==> src/rtl/mrp_pkg.sv <==
// shared constants, codes and controller/datapath interface types of the msp response parser
package mrp_pkg;

    localparam int PAYLOAD_BYTES_DEF = 36;
    localparam int NOISE_LIMIT_DEF   = 64;

    localparam int RESULT_CAP = 18;
    localparam int CNT_W      = 5;
    localparam int CFG_IDX_W  = 1;
    localparam int CFG_DATA_W = 8;

    localparam logic [1:0] MODE_START   = 2'd0;
    localparam logic [1:0] MODE_BYTE    = 2'd1;
    localparam logic [1:0] MODE_TIMEOUT = 2'd2;
    localparam logic [1:0] MODE_NONE    = 2'd3;

    localparam logic [2:0] ST_OK       = 3'd0;
    localparam logic [2:0] ST_TIMEOUT  = 3'd1;
    localparam logic [2:0] ST_FRAMING  = 3'd2;
    localparam logic [2:0] ST_CHECKSUM = 3'd3;
    localparam logic [2:0] ST_COMMAND  = 3'd4;
    localparam logic [2:0] ST_SHORT    = 3'd5;

    localparam logic [7:0] CH_DOLLAR = 8'h24;
    localparam logic [7:0] CH_M      = 8'h4D;
    localparam logic [7:0] CH_GT     = 8'h3E;

    localparam logic [CFG_IDX_W-1:0] REG_EXPECTED_COMMAND = 1'b0;
    localparam logic [CFG_IDX_W-1:0] REG_MAX_CHANNELS     = 1'b1;

    localparam logic [7:0]       EXPECTED_COMMAND_RST = 8'd105;
    localparam logic [CNT_W-1:0] MAX_CHANNELS_RST     = 5'd18;

    typedef struct packed {
        logic       clr_noise;
        logic       inc_noise;
        logic       ld_size;
        logic       ld_cmd;
        logic       ld_data;
        logic       ld_count;
        logic       rd_issue;
        logic       adv_k;
        logic       out_load;
        logic       out_channel;
        logic [2:0] out_status;
    } mrp_cmd_t;

    typedef struct packed {
        logic is_dollar;
        logic is_m;
        logic is_gt;
        logic noise_full;
        logic size_zero;
        logic data_done;
        logic csum_bad;
        logic cmd_bad;
        logic too_short;
        logic count_zero;
        logic emit_last;
        logic out_free;
    } mrp_status_t;

endpackage

==> src/rtl/mrp_ctrl.sv <==
// frame state machine of the msp response parser
module mrp_ctrl (
    input  logic                clk,
    input  logic                rst_n,
    input  logic                in_valid,
    output logic                in_stall,
    input  logic [1:0]          mode,
    input  mrp_pkg::mrp_status_t sts,
    output mrp_pkg::mrp_cmd_t   cmd
);
    import mrp_pkg::*;

    localparam logic [3:0] S_IDLE    = 4'd0;
    localparam logic [3:0] S_HUNT    = 4'd1;
    localparam logic [3:0] S_M       = 4'd2;
    localparam logic [3:0] S_GT      = 4'd3;
    localparam logic [3:0] S_SIZE    = 4'd4;
    localparam logic [3:0] S_CMD     = 4'd5;
    localparam logic [3:0] S_DATA    = 4'd6;
    localparam logic [3:0] S_CSUM    = 4'd7;
    localparam logic [3:0] S_EMIT_RD = 4'd8;
    localparam logic [3:0] S_EMIT_WR = 4'd9;

    logic [3:0] state_reg;
    logic [3:0] state_next;
    logic       emitting;
    logic       in_acc;

    assign emitting = (state_reg == S_EMIT_RD) || (state_reg == S_EMIT_WR);
    assign in_stall = emitting || !sts.out_free;
    assign in_acc   = in_valid && !in_stall;

    always_comb
    begin
        cmd        = '0;
        state_next = state_reg;
        if (in_acc)
        begin
            priority if (mode == MODE_START)
            begin
                cmd.clr_noise = 1'b1;
                state_next    = S_HUNT;
            end
            else if (mode == MODE_NONE || state_reg == S_IDLE)
            begin
                state_next = state_reg;
            end
            else if (mode == MODE_TIMEOUT)
            begin
                cmd.out_load   = 1'b1;
                cmd.out_status = ST_TIMEOUT;
                state_next     = S_IDLE;
            end
            else
            begin
                unique case (state_reg)
                    S_HUNT:
                    begin
                        if (sts.is_dollar)
                        begin
                            state_next = S_M;
                        end
                        else
                        begin
                            cmd.inc_noise = 1'b1;
                            if (sts.noise_full)
                            begin
                                cmd.out_load   = 1'b1;
                                cmd.out_status = ST_FRAMING;
                                state_next     = S_IDLE;
                            end
                        end
                    end
                    S_M:
                    begin
                        if (sts.is_m)
                        begin
                            state_next = S_GT;
                        end
                        else
                        begin
                            cmd.out_load   = 1'b1;
                            cmd.out_status = ST_FRAMING;
                            state_next     = S_IDLE;
                        end
                    end
                    S_GT:
                    begin
                        if (sts.is_gt)
                        begin
                            state_next = S_SIZE;
                        end
                        else
                        begin
                            cmd.out_load   = 1'b1;
                            cmd.out_status = ST_FRAMING;
                            state_next     = S_IDLE;
                        end
                    end
                    S_SIZE:
                    begin
                        cmd.ld_size = 1'b1;
                        state_next  = S_CMD;
                    end
                    S_CMD:
                    begin
                        cmd.ld_cmd = 1'b1;
                        state_next = sts.size_zero ? S_CSUM : S_DATA;
                    end
                    S_DATA:
                    begin
                        cmd.ld_data = 1'b1;
                        if (sts.data_done)
                        begin
                            state_next = S_CSUM;
                        end
                    end
                    S_CSUM:
                    begin
                        cmd.ld_count = 1'b1;
                        priority if (sts.csum_bad)
                        begin
                            cmd.out_load   = 1'b1;
                            cmd.out_status = ST_CHECKSUM;
                            state_next     = S_IDLE;
                        end
                        else if (sts.cmd_bad)
                        begin
                            cmd.out_load   = 1'b1;
                            cmd.out_status = ST_COMMAND;
                            state_next     = S_IDLE;
                        end
                        else if (sts.too_short)
                        begin
                            cmd.out_load   = 1'b1;
                            cmd.out_status = ST_SHORT;
                            state_next     = S_IDLE;
                        end
                        else if (sts.count_zero)
                        begin
                            cmd.out_load   = 1'b1;
                            cmd.out_status = ST_OK;
                            state_next     = S_IDLE;
                        end
                        else
                        begin
                            state_next = S_EMIT_RD;
                        end
                    end
                    default:
                    begin
                        state_next = state_reg;
                    end
                endcase
            end
        end
        else if (state_reg == S_EMIT_RD)
        begin
            cmd.rd_issue = 1'b1;
            state_next   = S_EMIT_WR;
        end
        else if (state_reg == S_EMIT_WR && sts.out_free)
        begin
            cmd.out_load    = 1'b1;
            cmd.out_channel = 1'b1;
            cmd.out_status  = ST_OK;
            cmd.adv_k       = 1'b1;
            state_next      = sts.emit_last ? S_IDLE : S_EMIT_RD;
        end
    end

    always_ff @(posedge clk or negedge rst_n)
    begin
        if (!rst_n)
        begin
            state_reg <= S_IDLE;
        end
        else
        begin
            state_reg <= state_next;
        end
    end

endmodule

==> src/rtl/mrp_dp.sv <==
// datapath of the msp response parser: frame fields, payload banks, output register
module mrp_dp #(
    parameter int PAYLOAD_BYTES = mrp_pkg::PAYLOAD_BYTES_DEF,
    parameter int NOISE_LIMIT   = mrp_pkg::NOISE_LIMIT_DEF
) (
    input  logic                           clk,
    input  logic                           rst_n,
    input  logic [7:0]                     rx_byte,
    input  logic                           cfg_we,
    input  logic [mrp_pkg::CFG_IDX_W-1:0]  cfg_index,
    input  logic [mrp_pkg::CFG_DATA_W-1:0] cfg_data,
    input  mrp_pkg::mrp_cmd_t              cmd,
    output mrp_pkg::mrp_status_t           sts,
    output logic                           out_valid,
    input  logic                           out_stall,
    output logic [2:0]                     status,
    output logic [mrp_pkg::CNT_W-1:0]      channel_index,
    output logic [15:0]                    channel_value,
    output logic [mrp_pkg::CNT_W-1:0]      channel_count,
    output logic                           channel_valid,
    output logic                           last
);
    import mrp_pkg::*;

    localparam int BANK_DEPTH = (PAYLOAD_BYTES + 1) / 2;
    localparam int BANK_AW    = (BANK_DEPTH > 1) ? $clog2(BANK_DEPTH) : 1;

    logic [7:0]       expected_command_reg;
    logic [CNT_W-1:0] max_channels_reg;
    logic [6:0]       noise_reg;
    logic [6:0]       noise_next;
    logic [7:0]       frame_size_reg;
    logic [7:0]       frame_command_reg;
    logic [7:0]       checksum_reg;
    logic [7:0]       byte_index_reg;
    logic [7:0]       byte_index_next;
    logic [CNT_W-1:0] count_reg;
    logic [CNT_W-1:0] k_reg;
    logic [CNT_W-1:0] k_next;
    logic [7:0]       lo_rd_reg;
    logic [7:0]       hi_rd_reg;

    logic [7:0] even_mem [BANK_DEPTH];
    logic [7:0] odd_mem  [BANK_DEPTH];

    logic             out_valid_reg;
    logic [2:0]       status_reg;
    logic [CNT_W-1:0] index_reg;
    logic [15:0]      value_reg;
    logic [CNT_W-1:0] ocount_reg;
    logic             cvalid_reg;
    logic             last_reg;

    logic [7:0]       stored;
    logic [7:0]       half;
    logic [7:0]       cap_a;
    logic [7:0]       cnt_full;
    logic             wr_in_range;
    logic [BANK_AW-1:0] wr_addr;
    logic [BANK_AW-1:0] rd_addr;

    assign noise_next      = noise_reg + 7'd1;
    assign byte_index_next = byte_index_reg + 8'd1;
    assign k_next          = k_reg + 5'd1;

    // channel count from stored bytes, register limit and result cap
    always_comb
    begin
        stored   = (frame_size_reg > 8'(PAYLOAD_BYTES)) ? 8'(PAYLOAD_BYTES) : frame_size_reg;
        half     = stored >> 1;
        cap_a    = ({3'b000, max_channels_reg} < half) ? {3'b000, max_channels_reg} : half;
        cnt_full = (cap_a > 8'(RESULT_CAP)) ? 8'(RESULT_CAP) : cap_a;
    end

    always_comb
    begin
        sts.is_dollar  = (rx_byte == CH_DOLLAR);
        sts.is_m       = (rx_byte == CH_M);
        sts.is_gt      = (rx_byte == CH_GT);
        sts.noise_full = (noise_next >= 7'(NOISE_LIMIT));
        sts.size_zero  = (frame_size_reg == 8'd0);
        sts.data_done  = (byte_index_next == frame_size_reg);
        sts.csum_bad   = (rx_byte != checksum_reg);
        sts.cmd_bad    = (frame_command_reg != expected_command_reg);
        sts.too_short  = (frame_size_reg < 8'd2);
        sts.count_zero = (cnt_full == 8'd0);
        sts.emit_last  = (k_next == count_reg);
        sts.out_free   = !out_valid_reg || !out_stall;
    end

    // configuration registers
    always_ff @(posedge clk or negedge rst_n)
    begin
        if (!rst_n)
        begin
            expected_command_reg <= EXPECTED_COMMAND_RST;
            max_channels_reg     <= MAX_CHANNELS_RST;
        end
        else if (cfg_we)
        begin
            unique case (cfg_index)
                REG_EXPECTED_COMMAND: expected_command_reg <= cfg_data;
                REG_MAX_CHANNELS:     max_channels_reg     <= cfg_data[CNT_W-1:0];
                default:              expected_command_reg <= expected_command_reg;
            endcase
        end
    end

    // frame field registers
    always_ff @(posedge clk or negedge rst_n)
    begin
        if (!rst_n)
        begin
            noise_reg         <= '0;
            frame_size_reg    <= '0;
            frame_command_reg <= '0;
            checksum_reg      <= '0;
            byte_index_reg    <= '0;
            count_reg         <= '0;
            k_reg             <= '0;
        end
        else
        begin
            if (cmd.clr_noise)
            begin
                noise_reg <= '0;
            end
            else if (cmd.inc_noise)
            begin
                noise_reg <= noise_next;
            end
            if (cmd.ld_size)
            begin
                frame_size_reg <= rx_byte;
                checksum_reg   <= rx_byte;
            end
            if (cmd.ld_cmd)
            begin
                frame_command_reg <= rx_byte;
                checksum_reg      <= checksum_reg ^ rx_byte;
                byte_index_reg    <= '0;
            end
            if (cmd.ld_data)
            begin
                checksum_reg   <= checksum_reg ^ rx_byte;
                byte_index_reg <= byte_index_next;
            end
            if (cmd.ld_count)
            begin
                count_reg <= cnt_full[CNT_W-1:0];
                k_reg     <= '0;
            end
            else if (cmd.adv_k)
            begin
                k_reg <= k_next;
            end
        end
    end

    // payload banks, even and odd bytes side by side
    assign wr_in_range = (byte_index_reg < 8'(PAYLOAD_BYTES));
    assign wr_addr     = byte_index_reg[BANK_AW:1];
    assign rd_addr     = k_reg[BANK_AW-1:0];

    always_ff @(posedge clk)
    begin
        if (cmd.ld_data && wr_in_range)
        begin
            if (byte_index_reg[0])
            begin
                odd_mem[wr_addr] <= rx_byte;
            end
            else
            begin
                even_mem[wr_addr] <= rx_byte;
            end
        end
    end

    always_ff @(posedge clk)
    begin
        if (cmd.rd_issue)
        begin
            lo_rd_reg <= even_mem[rd_addr];
            hi_rd_reg <= odd_mem[rd_addr];
        end
    end

    // output register
    always_ff @(posedge clk or negedge rst_n)
    begin
        if (!rst_n)
        begin
            out_valid_reg <= 1'b0;
        end
        else if (cmd.out_load)
        begin
            out_valid_reg <= 1'b1;
        end
        else if (!out_stall)
        begin
            out_valid_reg <= 1'b0;
        end
    end

    always_ff @(posedge clk)
    begin
        if (cmd.out_load)
        begin
            status_reg <= cmd.out_status;
            if (cmd.out_channel)
            begin
                index_reg  <= k_reg;
                value_reg  <= {hi_rd_reg, lo_rd_reg};
                ocount_reg <= count_reg;
                cvalid_reg <= 1'b1;
                last_reg   <= sts.emit_last;
            end
            else
            begin
                index_reg  <= '0;
                value_reg  <= '0;
                ocount_reg <= '0;
                cvalid_reg <= 1'b0;
                last_reg   <= 1'b1;
            end
        end
    end

    assign out_valid     = out_valid_reg;
    assign status        = status_reg;
    assign channel_index = index_reg;
    assign channel_value = value_reg;
    assign channel_count = ocount_reg;
    assign channel_valid = cvalid_reg;
    assign last          = last_reg;

`ifndef ASSERT_OFF
    a_channel_ok: assert property (@(posedge clk) disable iff (!rst_n)
        out_valid_reg && cvalid_reg |-> status_reg == ST_OK)
        else $error("channel result with error status");
    a_error_last: assert property (@(posedge clk) disable iff (!rst_n)
        out_valid_reg && !cvalid_reg |-> last_reg)
        else $error("status-only result not flagged last");
    a_index_range: assert property (@(posedge clk) disable iff (!rst_n)
        out_valid_reg && cvalid_reg |-> index_reg < ocount_reg)
        else $error("channel index beyond count");
    a_emit_count: assert property (@(posedge clk) disable iff (!rst_n)
        cmd.out_load && cmd.out_channel |-> count_reg != '0 && k_reg < count_reg)
        else $error("channel transfer with no channels left");
`endif

endmodule

==> src/rtl/msp_v1_rc_response_parser.sv <==
// top level of the msp v1 rc response parser
// Each input transfer is a start, a received byte, a byte timeout or none; start, byte and
// timeout events are taken one per cycle while the input is not stalled, and an input
// transfer is stalled only while the output register holds a result that is itself
// stalled or while a good response is being unloaded. A response that fails (timeout,
// framing, checksum, command, too short), or a good one with no channels, gives one
// status result; a good one gives its channels one by one, each read as a byte pair
// through the single read port of the payload banks and then loaded into the output
// register. Payload bytes are held in two byte-wide even/odd banks, not cleared by reset.
module msp_v1_rc_response_parser #(
    parameter int PAYLOAD_BYTES = mrp_pkg::PAYLOAD_BYTES_DEF,
    parameter int NOISE_LIMIT   = mrp_pkg::NOISE_LIMIT_DEF
) (
    input  logic                           clk,
    input  logic                           rst_n,
    input  logic                           in_valid,
    output logic                           in_stall,
    input  logic [1:0]                     mode,
    input  logic [7:0]                     rx_byte,
    output logic                           out_valid,
    input  logic                           out_stall,
    output logic [2:0]                     status,
    output logic [mrp_pkg::CNT_W-1:0]      channel_index,
    output logic [15:0]                    channel_value,
    output logic [mrp_pkg::CNT_W-1:0]      channel_count,
    output logic                           channel_valid,
    output logic                           last,
    input  logic                           cfg_we,
    input  logic [mrp_pkg::CFG_IDX_W-1:0]  cfg_index,
    input  logic [mrp_pkg::CFG_DATA_W-1:0] cfg_data
);
    import mrp_pkg::*;

    mrp_cmd_t    cmd;
    mrp_status_t sts;

    mrp_ctrl u_ctrl (
        .clk      (clk),
        .rst_n    (rst_n),
        .in_valid (in_valid),
        .in_stall (in_stall),
        .mode     (mode),
        .sts      (sts),
        .cmd      (cmd)
    );

    mrp_dp #(
        .PAYLOAD_BYTES (PAYLOAD_BYTES),
        .NOISE_LIMIT   (NOISE_LIMIT)
    ) u_dp (
        .clk           (clk),
        .rst_n         (rst_n),
        .rx_byte       (rx_byte),
        .cfg_we        (cfg_we),
        .cfg_index     (cfg_index),
        .cfg_data      (cfg_data),
        .cmd           (cmd),
        .sts           (sts),
        .out_valid     (out_valid),
        .out_stall     (out_stall),
        .status        (status),
        .channel_index (channel_index),
        .channel_value (channel_value),
        .channel_count (channel_count),
        .channel_valid (channel_valid),
        .last          (last)
    );

endmodule

==> config.mk <==
export PLATFORM = sky130hd
export DESIGN_NAME = msp_v1_rc_response_parser
export DESIGN_NICKNAME = d
export VERILOG_FILES = /design/src/rtl/mrp_pkg.sv /design/src/rtl/mrp_ctrl.sv /design/src/rtl/mrp_dp.sv /design/src/rtl/msp_v1_rc_response_parser.sv
export SDC_FILE = /design/constraint.sdc
export NUM_CORES = 1
export LEC_CHECK = 0
export BUFFER_PORTS_ARGS = -buffer_cell sky130_fd_sc_hd__buf_4
export CORE_ASPECT_RATIO = 1.75
export CORE_MARGIN = 4
export CORE_UTILIZATION = 55
export CTS_CLUSTER_SIZE = 25
export DETAILED_ROUTE_END_ITERATION = 10
export PLACE_DENSITY = 0.84
export SYNTH_ARGS = -nofsm -noshare
export SYNTH_HDL_FRONTEND = slang
export SYNTH_SLANG_ARGS = --single-unit
==> constraint.sdc <==
create_clock -name clk -period 3.31 [get_ports clk]
set_clock_uncertainty 0.1 [all_clocks]
set_input_delay 0.662 -clock clk [delete_from_list [all_inputs] [get_ports clk]]
set_output_delay 0.662 -clock clk [all_outputs]
set_load 0.02 [all_outputs]
==> results of run 1 <==
-- worst paths after layout --
| check | startpoint | to | slack (ns) | depth (start not counted) |
|---|---|---|---|---|
| setup / recovery | u_dp.frame_size_reg[6] | u_dp.channel_value[5] | 0.23 | 11 |
| hold / removal | rst_n | u_dp.checksum_reg[6] | 0.14 | 1 |
| setup reg to reg | u_dp.frame_size_reg[6] | u_dp.channel_value[5] | 0.23 | 11 |
| hold reg to reg | u_dp.lo_rd_reg[3] | u_dp.channel_value[3] | 0.43 | 1 |
| max in group asynchronous | rst_n | u_dp.k_reg[0] | 2.26 | 1 |
| min in group clk | cfg_data[7] | u_dp.expected_command_reg[7] | 0.27 | 2 |
-- cell usage after synthesis (8+ instances only) --
cell type	number	area [µm²]
o21ai_0	21	105.1
xor2_1	27	236.5
and2_1	28	175.2
edfxtp_1	335	10060
o22ai_1	10	62.56
clkbuf_1	32	120.1
nand3_1	23	115.1
mux2i_1	19	190.2
inv_1	9	33.78
dfrtp_1	61	1526
nor2_1	94	352.8
o31ai_1	10	75.07
nor3_1	8	40.04
a21oi_1	38	190.2
mux2_2	34	382.9
xnor2_1	14	122.6
mux4_2	80	1802
nand2_1	50	187.7
buf_2	16	80.08
-- per-layer routing --
| metal | vias to the layer above | track usage [%] | wire length, µm |
|---|---|---|---|
| met4 | 0 | 12.08 | 2134 |
| met1 | 4963 | 26.67 | 13260 |
| met2 | 456 | 41.98 | 21360 |
| li1 | 4245 | - | - |
| met3 | 125 | 3.390 | 2250 |
| met5 | - | 0 | 0 |
-- layout make-up --
class | instances | area, µm² | area share (%)
Sequential cell | 402 | 11750 | 60.26
Multi-Input combinational cell | 562 | 5010 | 25.70
Timing Repair Buffer | 140 | 1101 | 5.648
Clock buffer | 41 | 919.6 | 4.717
Tap cell | 391 | 489.2 | 2.509
Clock inverter | 20 | 191.4 | 0.9819
Inverter | 9 | 33.78 | 0.1733
Antenna cell | 1 | 2.502 | 0.01284
-- repair_timing --
item                       in CTS  in global routing
gates resized for setup         1                  2
pin swaps                       0                  3
setup buffers                   0                  2
setup endpoints to repair      28                 31
-- stage by stage --
step           setup TNS, ns  utilization [%]
6_report                   0            63.65
5_1_grt                    0            63.64
3_5_place_dp        -0.06505            59.93
2_1_floorplan              0                -
4_1_cts                    0            63.56
3_3_place_gp         -0.4792            59.93
-- power groups by stage --
stage               clock network (mW)  logic, mW  registers (mW)
floorplan                            0       2.53            6.55
global placement                     0       4.07            6.45
detailed placement                   0       4.18            6.46
CTS                               4.07       4.20            6.36
global route                      4.29       4.42            6.39
finish                            4.01       4.16            6.36
-- cells by family (layout without fill, tap and decap cells) --
logic type	Yosys count	in the layout	share of synthesized area, %
flip-flops	402	402	68.90
AND/OR/NAND/NOR	261	261	8.009
multiplexers	135	135	14.11
AO/OA/AOI/OAI	118	118	4.544
buffers and inverters	69	210	1.813
XOR/XNOR	41	41	2.107
adder cells (fa/ha/maj)	7	7	0.5139
other	0	1	0
-- critical path, cell delays in order, from the launching register on --
cell       delay [ns]
dfrtp_1          0.42
nor3_2           0.20
nand2_1          0.12
ha_1             0.35
a21o_1           0.16
a21o_1           0.20
a2111oi_2        0.35
buf_4            0.17
o31ai_1          0.07
a311o_1          0.33
nand2_4          0.15
buf_12           0.17
==> run summary, run 1 <==
GP Congestion = 0.9152
Dpl cells = 1502
Maximum capacitance violations = 0
Worst skew pair latency = 0.53 ns
Global-route wire length before repair = 59.48 mm
Area grow syn2layout = 14.39%
FF+latch count, synth = 402
DR DRC count = 0
Port-buffer cells = 56
CTS H-tree lvls = 2
Initial antenna violation count = 0
Register share of total power = 43.8%
Core Region = 0.03063 mm²
Mean post-synth cell area = 16.50 µm²
Via-per-instance ratio = 6.251
Worst slew margin = 40.02%
Worst path arrival time = 3.22 ns
Sw frac = 29.62%
Starting Density = 55.65%
DP Area = 0.01836 mm²
Synth async-reset ratio = 16.67%
Seq/Total Area, Yosys = 68.90%
Vias in the first global route = 10012
Final Cycle Share = 93.09%
Final worst path period need = 3.081 ns
Critical Path Start Type = flop
CP required = 3.45 ns
Routed WL per cell = 24.90 µm
Final worst slack = 0.2289 ns
Post-synth top flop = edfxtp_1
Die area = 0.03398 mm²
Maximum buffer depth of the clock tree = 3
Global Route Usage Sum = 23.23%
Post-Route WL = 39.00 mm
Slew @ Worst Pin = 0.8997 ns
Worst vdd ir = 0.5493 mV
Yosys cell types = 71
Worst hold path type = input pin to async pin
Hold WS = 0.1372 ns
Pwr Density = 745.4 mW/mm²
Net Sw Power = 4.305 mW
Outcome = complete, no violations
Worst-path clk slew = 0.07 ns
Final setup vio count = 0
Max Freq = 324.6 MHz
Clock root cell = clkbuf_16
DP Wirelength = 26.30 mm
Nets@finish = 1181
GRT overflow = 0
CP Max Fanout = 18
Synthesized instance count = 1033
Row count = 85
Post-route insts no fill = 1566
ANT nets after route = 0
Clk pwr share = 27.6%
CTS Buf Count = 35
Number of synthesized flops with an enable pin = 335
Vias = 9789
Pint = 10.23 mW
Fill cells = 2052
Crit end category = flop
Ys Warns = 0
Sink Count = 402
Final number of max-transition violations = 0
Lkg Pwr = 6.869 nW
Die width = 141.1 µm
Type of the worst setup path = flop to flop
DR iter-0 viols = 969
# hold bufs at CTS = 0
Post-route cell area = 0.01950 mm²
Mapped Area = 0.01704 mm²
Share of cells above drive strength 1 = 29.13%
Combinational share of power = 28.6%
Most common cell after layout, fill and taps aside = edfxtp_1
Post-synth net total = 1064
CTS tree = yes
Die Y = 240.9 µm
Total power draw = 14.53 mW
Most frequent cells in the layout = edfxtp_1 (335), buf_4 (136), nor2_1 (94), mux4_2 (80), dfrtp_1 (59)
I/O pins = 57
Largest net degree at the start of global routing = 68
RSZ-0062 raised after global routing = false
TritonRoute pass-1 iters = 6
Hold Violations, Final = 0
Dpl ws = -0.004557 ns
No activity file was read; power rests on OpenSTA's default activity.
==> run 2: changes to the inputs <==
--- a/config.mk
+++ b/config.mk
@@ -11,7 +11,7 @@
 export CORE_UTILIZATION = 55
 export CTS_CLUSTER_SIZE = 25
 export DETAILED_ROUTE_END_ITERATION = 10
-export PLACE_DENSITY = 0.84
+export PLACE_DENSITY = 0.81
 export SYNTH_ARGS = -nofsm -noshare
 export SYNTH_HDL_FRONTEND = slang
 export SYNTH_SLANG_ARGS = --single-unit
==> constraint.sdc (replaced) <==
create_clock -name clk -period 3.2 [get_ports clk]
set_clock_uncertainty 0.1 [all_clocks]
set_input_delay 0.64 -clock clk [delete_from_list [all_inputs] [get_ports clk]]
set_output_delay 0.64 -clock clk [all_outputs]
set_load 0.02 [all_outputs]
==> run 2 against run 1 <==
  * Sequential cell count did not move
  * Maximum frequency is 1.6% higher
  * Clock power is 4% higher
  * Critical path type unchanged
  * Largest power group unchanged
==> run summary, run 2 (synthesis gave the netlist of run 1 again) <==
Worst slew margin = 50.19% (+10 points)
Final Cycle Share = 94.75% (+1.7 points)
Reg area = 0.01175 mm² (about the same)
Final setup vio count = 0 (unchanged)
Clock root cell = clkbuf_16
CP Max Fanout = 20 (+2)
Via-per-instance ratio = 6.116 (-2.2%)
I/O pins = 57 (unchanged)
CTS H-tree lvls = 2 (unchanged)
ANT nets after route = 0 (unchanged)
Die area = 0.03398 mm² (unchanged)
Post-Route WL = 38.59 mm (-1.0%)
Initial antenna violation count = 1 (+1)
Worst vdd ir = 0.5662 mV (+3.1%)
CTS Buf Count = 34 (-2.9%)
Critical path's top delay family = compound AO/OA/AOI/OAI gates
Worst hold path type = input pin to async pin
Reg2reg end = u_dp.channel_value[1]
M2 GR Usage = 43.56% (+1.6 points)
Multi-input combinational cell area = 0.005016 mm² (+0.12%)
Starting Density = 55.65% (unchanged)
CP required = 3.33 ns (-0.12 ns)
Pint = 10.63 mW (+3.9%)
Crit-path max cell delay = 0.45 ns (+0.03 ns)
Global-route wire length before repair = 58.86 mm (-1.0%)
Most crowded layer after global routing = met2
Routed WL per cell = 24.56 µm (-1.4%)
Combinational share of power = 29.0% (+0.4 points)
Crit end category = flop
Clk pwr share = 27.6% (about the same)
Row count = 85 (unchanged)
DR iter-0 viols = 834 (-14%)
Max Freq = 329.8 MHz (+1.6%)
DR DRC count = 0 (unchanged)
Register share of total power = 43.4% (-0.4 points)
Vias in the first global route = 9970 (-0.42%)
GP Congestion = 0.8995 (-1.7%)
Outcome = complete, no violations
Post-route cell area = 0.01958 mm² (+0.42%)
Crit-path most repeated cell = a21o_1
Vias = 9608 (-1.8%)
Largest net degree at the start of global routing = 51 (-25%)
Slew @ Worst Pin = 0.7456 ns (-0.1541 ns)
Worst path arrival time = 3.17 ns (-0.05 ns)
Sink Count = 402 (unchanged)
Hold Violations, Final = 0 (unchanged)
Worst skew pair latency = 0.54 ns (about the same)
Critical Path Start Type = flop
GRT overflow = 0 (unchanged)
Area grow syn2layout = 14.87%
Maximum capacitance violations = 0 (unchanged)
Reg-to-reg startpoint = u_dp.frame_size_reg[6]
WP buf/inv = 2 (unchanged)
Met1 Usage GRT = 25.04% (-1.6 points)
Pwr Density = 770.2 mW/mm² (+3.3%)
Most common cell after layout, fill and taps aside = edfxtp_1
GR Util met3 = 2.875% (-0.52 points)
Share of cells above drive strength 1 = 29.86% (+0.72 points)
CTS tree = yes
Worst-path clk slew = 0.07 ns (about the same)
Hold WS = 0.05815 ns (-0.07901 ns)
Post-route setup TNS = 0 ns (unchanged)
Net Sw Power = 4.454 mW (+3.5%)
Global Route Usage Sum = 22.93% (-0.30 points)
CP Cell Sequence = nor3_4, nand2_1, ha_1, a21o_1, a21o_1, a2111oi_2, buf_4, o31ai_1, a311o_1, nand2_4, buf_12
Die Y = 240.9 µm (unchanged)
DP Wirelength = 26.84 mm (+2.0%)
DP Area = 0.01842 mm² (+0.34%)
RSZ-0062 raised after global routing = false
Sw frac = 29.54% (-0.084 points)
Final number of max-transition violations = 0 (unchanged)
Register-to-Register Path Depth = 11 (unchanged)
Final worst path period need = 3.032 ns (-0.04901 ns)
Slowest library cell on the worst path = dfrtp_2
Core Region = 0.03063 mm² (unchanged)
Fill cells = 2050 (-0.097%)
Lkg Pwr = 6.929 nW (+0.86%)
Reg2reg setup slack = 0.17 ns (-0.06 ns)
Die width = 141.1 µm (unchanged)
Nets@finish = 1186 (+0.42%)
Maximum buffer depth of the clock tree = 3 (unchanged)
Most frequent cells in the layout = edfxtp_1 (335), buf_4 (141), nor2_1 (94), mux4_2 (80), dfrtp_1 (57)
Type of the worst setup path = flop to flop
TritonRoute pass-1 iters = 6 (unchanged)
Port-buffer cells = 56 (unchanged)
run 2: cell count changes in the layout (fill, tap and decap cells not counted), sizes merged:
cell,change
clkinv,+4
buf,+6
inv,-1
clkbuf,-3
clkinvlp,-2
bufinv,+1
run 2: cell type report:
type                       count  share of cell area, %
antenna                        1                0.01278
clock buffer                  38                  4.582
clock inverter                22                  1.170
inverter                       9                 0.1726
multi-input combinational    562                  25.62
sequential                   402                  60.02
tap                          391                  2.499
timing repair buffer         146                  5.918
run 2: worst max path at each step:
stage / from / end / cells past startpoint / slack, ns
6_report: u_dp.frame_size_reg[6] / u_dp.channel_value[1] / 11 / 0.17
5_1_grt: u_dp.frame_size_reg[6] / u_dp.channel_value[8] / 11 / 0.04
4_1_cts: u_dp.frame_size_reg[7] / u_dp.channel_value[11] / 11 / 0.04
3_5_place_dp: u_dp.frame_size_reg[7] / u_dp.channel_value[13] / 11 / 0.05
3_3_place_gp: u_dp.frame_size_reg[7] / u_dp.channel_value[15] / 11 / 0.07
2_1_floorplan: u_dp.frame_size_reg[7] / u_dp.channel_count[0] / 9 / 0.1
run 2: per-stage QoR:
step | utilization (%) | power (mW) | setup slack, ns | std cells
6_report | 63.92 | 15.08 | 0.1679 | 1571
5_1_grt | 63.92 | 15.64 | 0.03845 | 1571
4_1_cts | 63.81 | 15.22 | 0.03753 | 1568
3_5_place_dp | 60.13 | 11.05 | 0.05343 | 1508
3_3_place_gp | 60.13 | 10.91 | 0.07065 | 1508
2_1_floorplan | - | 9.384 | 0.09555 | 1033
run 2: power groups by stage:
stage | combinational (mW) | clock (mW) | sequential, mW
floorplan | 2.61 | 0 | 6.77
CTS | 4.43 | 4.24 | 6.55
detailed placement | 4.40 | 0 | 6.65
global placement | 4.28 | 0 | 6.63
global route | 4.63 | 4.43 | 6.58
finish | 4.37 | 4.17 | 6.54
run 2: timing repair:
item,in CTS,in global routing
setup endpoints to repair,0,31
hold buffers,0,0
gates resized for setup,0,5
setup buffers,0,2
run 2: routing by layer:
layer,routed length (µm),vias to the layer above,part of all wire (%)
met3,1573,102,4.1
met4,1976,0,5.1
met5,0,-,0
li1,-,4253,-
met1,13250,4914,34
met2,21790,339,56
==> run 3: changes to the inputs <==
==> constraint.sdc (replaced) <==
create_clock -name clk -period 3.2 [get_ports clk]
set_clock_uncertainty 0.1 [all_clocks]
set_input_delay 0.16 -clock clk [delete_from_list [all_inputs] [get_ports clk]]
set_output_delay 0.16 -clock clk [all_outputs]
set_load 0.02 [all_outputs]
==> run 3 against run 2 <==
  * Hold slack got worse by 0.037 ns
  * Global-route usage decreased by 0.31 points
  * Largest power group unchanged
  * Die area unchanged
  * Highest routed layer unchanged
  * Sequential cell count unchanged
  * First-iteration DRC count decreased by 4.3%
  * Non-clock buffer count decreased by 1
  * Final area decreased by 0.29%
  * Clock power decreased by 5%
  * Sequential power decreased by 0.8%
==> run summary, run 3 (synthesis gave the netlist of run 1 again) <==
Maximum capacitance violations = 0 (unchanged)
Share of cells above drive strength 1 = 27.65% (-2.2 points)
Critical Path Start Type = flop
Lkg Pwr = 6.858 nW (-1.0%)
Worst path arrival time = 3.16 ns (about the same)
Setup repair bufs after CTS = 0 (unchanged)
CTS tree = yes
Worst slew margin = 39.87% (-10 points)
Total power draw = 14.81 mW (-1.8%)
Reg2reg end = u_dp.channel_index[4]
Most common cell after layout, fill and taps aside = edfxtp_1
Crit-path max cell delay = 0.42 ns (-0.03 ns)
Final setup vio count = 0 (unchanged)
Global Route Usage Sum = 22.62% (-0.31 points)
Die Y = 240.9 µm (unchanged)
Die area = 0.03398 mm² (unchanged)
ANT nets after route = 0 (unchanged)
Hold Violations, Final = 0 (unchanged)
RSZ-0062 raised after global routing = false
Nets@finish = 1186 (unchanged)
Final Cycle Share = 94.48% (-0.28 points)
I/O pins = 57 (unchanged)
Register-to-Register Path Depth = 11 (unchanged)
CTS Buf Count = 35 (+2.9%)
Hold Path Depth = 3
Ant. Diodes = 0 (-1)
Maximum buffer depth of the clock tree = 3 (unchanged)
Slowest library cell on the worst path = dfrtp_1
Worst vdd ir = 0.6301 mV (+11%)
Worst-path clk slew = 0.06 ns (about the same)
Post-Route WL = 37.58 mm (-2.6%)
GRT overflow = 0 (unchanged)
Die width = 141.1 µm (unchanged)
CP Max Fanout = 18 (-10%)
Max Freq = 330.8 MHz (+0.29%)
Routed WL per cell = 23.93 µm (-2.6%)
Reg-to-reg startpoint = u_dp.frame_size_reg[7]
Vias = 9558 (-0.52%)
Hold path start = cfg_index
DR DRC count = 0 (unchanged)
Fill cells = 2090 (+2.0%)
Port-buffer cells = 56 (unchanged)
CTS H-tree lvls = 2 (unchanged)
Core Region = 0.03063 mm² (unchanged)
Slew @ Worst Pin = 0.9020 ns (+0.1564 ns)
Final worst path period need = 3.023 ns (-0.008802 ns)
TritonRoute pass-1 iters = 5 (-1)
Pwr Density = 758.5 mW/mm² (-1.5%)
Sink Count = 402 (unchanged)
GP Congestion = 0.9084 (+0.99%)
Initial antenna violation count = 0 (-1)
Row count = 85 (unchanged)
Via-per-instance ratio = 6.088 (-0.46%)
Crit-path most repeated cell = a21o_1
Outcome = complete, no violations
DP Wirelength = 25.51 mm (-4.9%)
DP Area = 0.01827 mm² (-0.83%)
Most frequent cells in the layout = edfxtp_1 (335), buf_4 (124), nor2_1 (94), mux4_2 (80), dfrtp_1 (59)
Vias in the first global route = 10100 (+1.3%)
Area grow syn2layout = 14.53%
WHS Endpoint = u_dp.max_channels_reg[3]
Final number of max-transition violations = 0 (unchanged)
Worst skew pair latency = 0.54 ns (about the same)
Clock root cell = clkbuf_16
Starting Density = 55.65% (unchanged)
CP Cell Sequence = nor3_2, nand2_1, ha_1, a21o_1, a21o_1, a2111oi_4, buf_4, o31ai_1, a311o_1, nand2_4, buf_12
Post-route cell area = 0.01952 mm² (-0.29%)
Global-route wire length before repair = 58.14 mm (-1.2%)
Worst hold path type = input pin to flop
Largest net degree at the start of global routing = 68 (+33%)
CP required = 3.34 ns (about the same)
DR iter-0 viols = 798 (-4.3%)
Type of the worst setup path = flop to flop
Crit end category = flop
Reg2reg setup slack = 0.18 ns (about the same)
==> run 3: cell types whose count changed in the layout (fill, tap and decap cells not counted), moves of 2 or more <==
cell / previous run / this run
bufinv_16: 4 / 1
buf_4: 141 / 124
clkinv_2: 9 / 6
clkbuf_1: 2 / 6
dfrtp_1: 57 / 59
buf_12: 5 / 3
dlygate4sd3_1: 0 / 18
dfrtp_2: 3 / 1
clkinv_1: 6 / 8
==> run 3: where the power goes <==
group | leakage (nW) | switching (mW) | internal [mW] | total (mW)
sequential | 3.92 | 0.204 | 6.29 | 6.49
clock | 0.517 | 1.82 | 2.15 | 3.98
combinational | 2.42 | 2.40 | 1.94 | 4.34
==> run 3: worst max-delay path by stage <==
stage                      startpoint                      to  slack (ns)  cells after the start
2_1_floorplan  u_dp.frame_size_reg[7]   u_dp.channel_count[0]         0.1                      9
3_3_place_gp   u_dp.frame_size_reg[7]   u_dp.channel_value[3]       0.009                     11
3_5_place_dp   u_dp.frame_size_reg[7]   u_dp.channel_value[8]     -0.0006                     12
4_1_cts        u_dp.frame_size_reg[7]  u_dp.channel_value[12]        0.03                     12
5_1_grt        u_dp.frame_size_reg[7]   u_dp.channel_value[3]        0.04                     11
6_report       u_dp.frame_size_reg[7]   u_dp.channel_index[4]        0.18                     11
==> run 3: area by class of cell <==
cell class / instances / area [µm²] / area share (%)
Inverter: 9 / 33.78 / 0.1731
Timing Repair Buffer: 145 / 1171 / 6.000
Multi-Input combinational cell: 562 / 5022 / 25.73
Sequential cell: 402 / 11750 / 60.19
Tap cell: 391 / 489.2 / 2.506
Clock buffer: 42 / 923.4 / 4.730
Clock inverter: 19 / 131.4 / 0.6730
==> run 3: worst max-delay path: cells and delay by family, from the launching register on <==
family                     cells  cell delay (ns)
AOI/OAI and AO/OA              5             1.10
adders and majority gates      1             0.32
buffers and inverters          2             0.33
DFF                            1             0.42
and+or+nand+nor                3             0.43
==> run 3: repair_timing <==
item / 4_1_cts / 5_1_grt
hold buffers: 18 / 0
pin swaps: 0 / 2
endpoints found under the hold margin: 120 / 0
setup endpoints to repair: 18 / 31
gates resized for setup: 1 / 2
==> run 3: routing by layer <==
metal / GRT usage (%) / part of all wire, % / up-vias
li1: - / - / 4252
met1: 25.10 / 34 / 4872
met2: 42.01 / 56 / 317
met3: 2.795 / 4.1 / 117
met4: 12.05 / 5.9 / 0
met5: 0 / 0 / -
==> run 3: metrics by stage <==
step	hold slack [ns]	utilization [%]	setup WS (ns)	TNS, ns	cells
finish	0.02160	63.73	0.1767	0	1570
global route	0.03288	63.73	0.04241	0	1570
CTS	0.01324	63.67	0.02691	0	1570
detailed placement	0.2323	59.64	-0.0005995	-0.003853	1491
global placement	0.2235	59.64	0.009422	0	1491
floorplan	-0.2356	-	0.09555	0	1033
